`src/rtl/rpl_ram.sv`:
```
// Generic single-write, single-read RAM with registered read data.
module rpl_ram #(
	parameter int WIDTH = 8,
	parameter int DEPTH = 16
) (
	input  logic                                  clk,
	input  logic                                  we,
	input  logic [(DEPTH > 1 ? $clog2(DEPTH) : 1)-1:0] waddr,
	input  logic [WIDTH-1:0]                      wdata,
	input  logic [(DEPTH > 1 ? $clog2(DEPTH) : 1)-1:0] raddr,
	output logic [WIDTH-1:0]                      rdata
);
	logic [WIDTH-1:0] mem [DEPTH];

	always_ff @(posedge clk) begin
		if (we) begin
			mem[waddr] <= wdata;
		end
		rdata <= mem[raddr];
	end
endmodule

```
`config.mk`:
```
export PLATFORM = sky130hd
export DESIGN_NAME = rpl_ram
export DESIGN_NICKNAME = d
export VERILOG_FILES = /design/src/rtl/rpl_ram.sv
export SDC_FILE = /design/constraint.sdc
export NUM_CORES = 1
export LEC_CHECK = 0
export BUFFER_PORTS_ARGS = -buffer_cell sky130_fd_sc_hd__buf_2
export CORE_ASPECT_RATIO = 0.7
export CORE_UTILIZATION = 54
export CTS_CLUSTER_SIZE = 40
export DETAILED_ROUTE_END_ITERATION = 8
export PLACE_DENSITY = 0.79
export SYNTH_ARGS = -nofsm -noshare
export SYNTH_HDL_FRONTEND = slang
export SYNTH_SLANG_ARGS = --single-unit
```
`constraint.sdc`:
```
create_clock -name clk -period 2 [get_ports clk]
set_clock_uncertainty 0.15 [all_clocks]
set_input_delay 0.1 -clock clk [delete_from_list [all_inputs] [get_ports clk]]
set_output_delay 0.1 -clock clk [all_outputs]
set_load 0.01 [all_outputs]
```
Word level (Yosys, flattened, before mapping)
Memory sizes are Yosys's and may differ from the RTL's. A register that Yosys moved wholly into a read port is not among the register bits.
Index checks and enable logic that the tools add are counted.
W data, S select, Z words.
Cells by class
  muxes and demuxes: 2
Operators with widths (number)
  $mux W1: 2
Storage, ports and cells
  flip-flop bits (word level): 0
  RAM bits: 128
  word-level logic and storage cells: 3
  memories: 1
Memory list
  mem: depth 16, width 8, rd ports 1, clocked after memory_dff 1, write ports 1, line 13  | logic [WIDTH-1:0] mem [DEPTH];

Depth between registers and ports, before layout
Gate-level depths: netlist of run 1.
  depth in word-level cells: 2
  mapped depth: 5
  depth with buffers taken out: 3

Least setup slack after synthesis of run 1
No wires, ideal clock.
  path type: input-to-reg
  start point: input waddr[2] (netlist bit)
  end point: memory mem[0][0] (enable)
  data arrival time: 1210 ps
  required time: 1467 ps
  slack: 257 ps
  cell stages on the path: 2
  path buffers: 0
  path through: or3b_2 -> nor3_1
RTL lines
  start, declared: line 8  | input logic [(DEPTH > 1 ? $clog2(DEPTH) : 1)-1:0] waddr,
  end, declared: line 13
Straight into the memory's write port.

==> results of run 1 <==
[cells by family (layout without fill, tap and decap cells)]
kind of cell | after synthesis | in the layout | share of synthesized area
buf+inv | 10 | 86 | 0.0168
compound gates | 16 | 16 | 0.0233
flops | 136 | 136 | 0.778
mux | 32 | 32 | 0.150
simple gates | 35 | 35 | 0.0318
[worst max-delay path: cells and delay by family (launching register included)]
kind | cells | cell delay [ns]
AO/OA/AOI/OAI | 1 | 0.27
flip-flops | 1 | 0.37
multiplexers | 1 | 0.51
AND/OR/NAND/NOR | 1 | 0.09
[per-stage QoR]
stage,power (W),std cells,setup WS [ns],hold slack (ns)
6_report,0.00651,429,0.499,0.0551
5_1_grt,0.00673,429,0.437,0.0473
4_1_cts,0.00657,429,0.502,0.0315
3_5_place_dp,0.00356,389,0.300,0.349
3_3_place_gp,0.00355,389,0.309,0.344
2_1_floorplan,0.00343,229,0.257,0.0489
[layout make-up]
type / instances / area [sq um] / share of cell area
well taps: 124 / 155 / 0.0251
clock buffers: 20 / 437 / 0.0707
flip-flops and latches: 136 / 4000 / 0.649
multi-input cells: 83 / 1060 / 0.171
repair buffers: 54 / 388 / 0.0628
clock inverters: 12 / 133 / 0.0215
[layer usage]
metal | vias to the layer above | GRT usage
li1 | 1103 | -
met2 | 111 | 0.302
met1 | 1279 | 0.328
met3 | 12 | 0.0704
met4 | 0 | 0.0875
met5 | - | 0
[flip-flops by register name, indices dropped and copies added (netlist names)]
signal	count
mem	128
rdata	8
[power by group]
| part | leakage, nW | switching, W | internal, W |
|---|---|---|---|
| logic | 0.625 | 0.000171 | 0.000139 |
| clock network | 0.277 | 0.00106 | 0.00193 |
| registers | 1.22 | 0.0000191 | 0.00319 |
| total | 2.13 | 0.00125 | 0.00526 |
[what timing repair did]
item	4_1_cts	5_1_grt
gates resized for setup	0	0
setup endpoints to repair	0	0
hold endpoints to repair	128	0
hold buffers	8	0
[cell usage in the layout, fill, tap and decap left out]
cell type and count:
clkinv_2 4, nor2_1 13, nand3_1 1, clkinv_1 4, mux4_1 14, nor3_1 4, clkbuf_1 3, a22oi_1 16
buf_4 19, nor2b_1 1, clkbuf_16 17, buf_12 2, or3b_2 1, bufinv_16 3, dlygate4sd3_1 8, and2b_1 1
dfxtp_1 8, nand2b_1 2, buf_2 25, and2_1 1, mux4_2 18, nand2_1 9, clkinvlp_4 1, edfxtp_1 128
nand3b_1 2
[path summary, 6_finish.rpt]
check / startpoint / to / slack, ns / depth (start not counted)
worst max-delay path: mem[1][0] / rdata[0] / 0.50 / 3
worst min-delay path: waddr[2] / mem[1][4] / 0.06 / 3
worst max register to register: mem[1][0] / rdata[0] / 0.50 / 3
worst min register to register: mem[14][2] / rdata[2] / 0.54 / 3
==> reports/metrics.csv, run 1 <==
stage,metric,value,unit
run_status,status,completed,
grt,grt_overflow,0,
floorplan,die_area,0.00993,sq mm
routing,via_per_inst,5.84,
clocking,cts_buffers,17,
routing,met1_length,4320,um
synthesis,synthDistinctLibCells,19,
placement,portBuffers,25,
setup_path,crit_arrival,1.64,ns
floorplan,fp.dieW,119,um
setup_path,crit_slowest_cell,mux4_1,
clocking,cts_root_buffer,clkbuf_16,
synthesis,ys_ff_latch,136,
placement,hpwl,5890,um
routing,wl_met2,4430,um
setup_path,required,2.14,ns
synthesis,ys_top_cells_by_count,"edfxtp_1, mux4_2, a22oi_1, mux4_1, nor2_1",
synthesis,yosysWarnings,0,
run,cap_violations,0,
clocking,post_cts_buffers,0,
timing,hold_viol,0,
pwr,p_per_area,1050,mW/mm^2
floorplan,start_util,0.563,
synthesis,synth_area,0.00515,sq mm
finish,postLayoutCoreUtil,0.675,
placement,post_dp_cell_area,0.00552,sq mm
routing,first_iter_violations,341,
finish,final_nets,310,
clocking,cts_htree_levels,4,
synthesis,ys_top_cells_by_area,"edfxtp_1, mux4_2, mux4_1",
timing,tns,0,ns
routing,num_vias,2505,
synthesis,syn_avg_cell_area,22.5,sq um
finish,nFillCells,590,
setup_path,cp_max_fo,1,
timing,period_share,0.751,
grt,antenna_found_initial,0,
synthesis,yosysTopAreaCellShare,0.747,
finish,post-route-cell-area,0.00617,sq mm
grt,grt_max_degree,33,
grt,grt_pass1_wl,14900,um
synthesis,synthFlopType,edfxtp_1,
setup_path,crit_path_start_kind,register,
timing,rsz0062_at_grt,no,
routing,ant_nets,0,
clocking,clk_latency,0.41,ns
floorplan,core,0.00914,sq mm
routing,wl_met3,742,um
clocking,clock_sinks,136,
worst_hold_path,min-delay-path-class,in2reg,
placement,routabilityCongestion,0.837,
timing,tightest_slew,0.648,ns
grt,track_usage,0.220,
routing,top_layer,met4,
synthesis,synth_edf_count,128,
pwr,cellLeakagePower,2.13,nW
setup_path,endpoint_kind,register,
synthesis,synth_nets,247,
clocking,clk_pin_slew,0.05,ns
clocking,cts_tree,yes,
synthesis,synth_most_common_cell,edfxtp_1,
synthesis,synthArstFlopShare,0,
routing,routedWlPerCell,22.4,um
finish,layout-drive-gt1-share,0.295,
clocking,cts.path.max_buffers,2,
floorplan,rows,29,
floorplan,die_h,83.7,um
setup_path,crit_chain,"mux4_1, a22oi_1, nand2_1",
setup_path,critPathKind,reg2reg,
pwr,ir_worst_vdd,0.730,mV
timing,final_max_slew_viol_count,0,
routing,drc,0,
setup_path,critPathMaxStageDelay,0.51,ns
timing,max_freq,666,MHz
finish,n_antenna_cell,0,
routing,dr.pass1.iters,5,
timing,max_slew_margin,0.566,
synthesis,synth-seq-area-share,0.778,
routing,wirelength,9600,um
floorplan,ioPinCount,26,
timing,setup_viol,0,
grt,grt_pass1_vias,2560,
synthesis,yosysTopAreaCell,edfxtp_1,
synthesis,syn_inst,229,
timing,period_minus_slack,1.50,ns
finish,areaGrowthSynthToFinish,19.9,%
Note: power is estimated with default switching activity, not from simulation.
==> run 2: changes to the inputs <==
Settings changed: PLACE_DENSITY 0.79 to 0.81.
Clock period 2 ns to 1.3 ns, I/O delays scaled along.
==> run 2 against run 1 <==
The run now ends with negative setup slack left; clock power up 48%; critical path type unchanged; utilization grew 1.9 points; register-to-register slack got worse by 0.66 ns; first-iteration DRC count is 12% lower; largest power group unchanged; sequential share of layout area is 1.8 points lower; non-clock buffer count up 12; critical path depth unchanged.
==> reports/metrics.csv, run 2 (synthesis gave the netlist of run 1 again) <==
stage,metric,value,unit,change
run_status,status,"complete, but fails checks",,was completed
run_status,violations,negative setup slack,,
setup_path,endpoint_kind,register,,unchanged
finish,largest_reg_flops,128,,unchanged
timing,period_share,1.12,,was 0.751
grt,track_usage,0.242,,was 0.220
setup_path,critPathKind,reg2reg,,unchanged
timing,tightest_slew,0.856,ns,was 0.648 ns
setup_path,crit_arrival,1.60,ns,was 1.64 ns
finish,final_nets,322,,was 310
routing,drc,0,,unchanged
run,cap_violations,0,,unchanged
pwr,p_per_area,1560,mW/mm^2,was 1050 mW/mm^2
grt,grt_overflow,0,,unchanged
timing,final_max_slew_viol_count,0,,unchanged
timing,setup_viol,8,,was 0
routing,num_vias,2619,,was 2505
placement,place_ws,-0.314,ns,was 0.300 ns
timing,rsz0062_at_grt,yes,,was no
placement,place_inst,401,,was 389
setup_path,required,1.44,ns,was 2.14 ns
placement,routabilityCongestion,0.790,,was 0.837
clocking,clk_pin_slew,0.06,ns,was 0.05 ns
placement,portBuffers,25,,unchanged
floorplan,core,0.00914,sq mm,unchanged
timing,period_minus_slack,1.46,ns,was 1.50 ns
floorplan,start_util,0.563,,unchanged
pwr,ir_worst_vdd,1.46,mV,was 0.730 mV
grt,grt_pass1_wl,16500,um,was 14900 um
clocking,cts_tree,yes,,unchanged
setup_path,crit_path_start_kind,register,,unchanged
finish,stdcell_count,441,,was 429
setup_path,crit_slowest_cell,mux4_2,,was mux4_1
setup_path,critPathMaxStageDelay,0.49,ns,was 0.51 ns
worst_hold_path,min-delay-path-class,in2reg,,unchanged
finish,nFillCells,574,,was 590
pwr,cellLeakagePower,2.16,nW,was 2.13 nW
clocking,clock_sinks,136,,unchanged
finish,postLayoutCoreUtil,0.694,,was 0.675
routing,dr.pass1.iters,5,,unchanged
timing,postLayoutSetupSlackWorst,-0.161,ns,was 0.499 ns
setup_path,crit_chain,"mux4_2, a22oi_2, nand2_1",,"was mux4_1, a22oi_1, nand2_1"
finish,multiInputGateArea,0.00110,sq mm,was 0.00106 sq mm
timing,hold_viol,0,,unchanged
clocking,cts.path.max_buffers,2,,unchanged
finish,post-route-cell-area,0.00635,sq mm,was 0.00617 sq mm
floorplan,rows,29,,unchanged
grt,antenna_found_initial,0,,unchanged
finish,n_antenna_cell,0,,unchanged
floorplan,die_h,83.7,um,unchanged
finish,largestRegisters,"mem x128, rdata x8",,unchanged
clocking,cts_root_buffer,clkbuf_16,,unchanged
finish,regArea,0.00400,sq mm,unchanged
routing,first_iter_violations,299,,was 341
clocking,clk_latency,0.41,ns,about the same
finish,top_register,mem,,unchanged
grt,grt_pass1_vias,2726,,was 2560
floorplan,ioPinCount,26,,unchanged
routing,via_per_inst,5.94,,was 5.84
timing,max_slew_margin,0.427,,was 0.566
routing,ant_nets,0,,unchanged
routing,wirelength,10900,um,was 9600 um
routing,routedWlPerCell,24.8,um,was 22.4 um
setup_path,cp_max_fo,1,,unchanged
floorplan,die_area,0.00993,sq mm,unchanged
finish,final_common_cell,edfxtp_1,,unchanged
placement,hpwl,6840,um,was 5890 um
timing,hold-worst-slack,0.0720,ns,was 0.0551 ns
finish,layout-drive-gt1-share,0.429,,was 0.295
clocking,cts_htree_levels,4,,unchanged
placement,post_dp_cell_area,0.00571,sq mm,was 0.00552 sq mm
clocking,post_cts_buffers,0,,unchanged
finish,areaGrowthSynthToFinish,23.4,%,was 19.9%
grt,grt_max_degree,18,,was 33
clocking,cts_buffers,17,,unchanged
timing,max_freq,684,MHz,was 666 MHz
floorplan,fp.dieW,119,um,unchanged
finish,final_cell_mix,"edfxtp_1, mux4_2, buf_4, buf_2, clkbuf_16",,"was edfxtp_1, buf_2, buf_4, mux4_2, clkbuf_16"
==> run 2: power by group <==
group          switching [W]  internal, W
Clock                0.00167      0.00276
Sequential         0.0000385      0.00491
Combinational       0.000306     0.000261
Total                0.00201      0.00792
==> run 2: critical path: cells and delay by family (launching register included) <==
kind | cells | cell delay, ns
flip-flops | 1 | 0.40
multiplexers | 1 | 0.49
AND/OR/NAND/NOR | 1 | 0.09
AO/OA/AOI/OAI | 1 | 0.20
==> run 2: metrics by stage <==
stage                     power (W)  TNS [ns]
after detailed placement    0.00555     -7.74
after floorplan             0.00528    -0.517
final                       0.00994    -0.906
after global placement      0.00552     -7.10
after CTS                   0.00998    -0.986
after global routing         0.0102     -1.23
==> run 2: timing repair <==
action / in CTS / in global routing
hold endpoints to repair: 128 / 0
hold buffers: 8 / 0
gates resized for setup: 17 / 7
endpoints found under the setup margin: 8 / 8
pin swaps: 7 / 3
==> run 2: final cells by class <==
type                       instances  share of cell area
timing repair buffer              66              0.0851
clock buffer                      23              0.0753
clock inverter                     9              0.0118
multi-input combinational         83               0.173
sequential                       136               0.631
tap                              124              0.0244
==> run 2: layer usage <==
metal / vias to the layer above / track usage / wire length, um
met5: - / 0 / 0
li1: 1116 / - / -
met4: 0 / 0.0713 / 80
met3: 10 / 0.0827 / 1070
met2: 167 / 0.350 / 5080
met1: 1326 / 0.354 / 4690
==> run 2: worst paths after layout <==
path,start,cells past startpoint,slack (ns),end
max,mem[0][4],3,-0.16,rdata[4]
min,waddr[1],3,0.07,mem[0][0]
max reg2reg,mem[0][4],3,-0.16,rdata[4]
min reg2reg,mem[12][7],3,0.54,rdata[7]
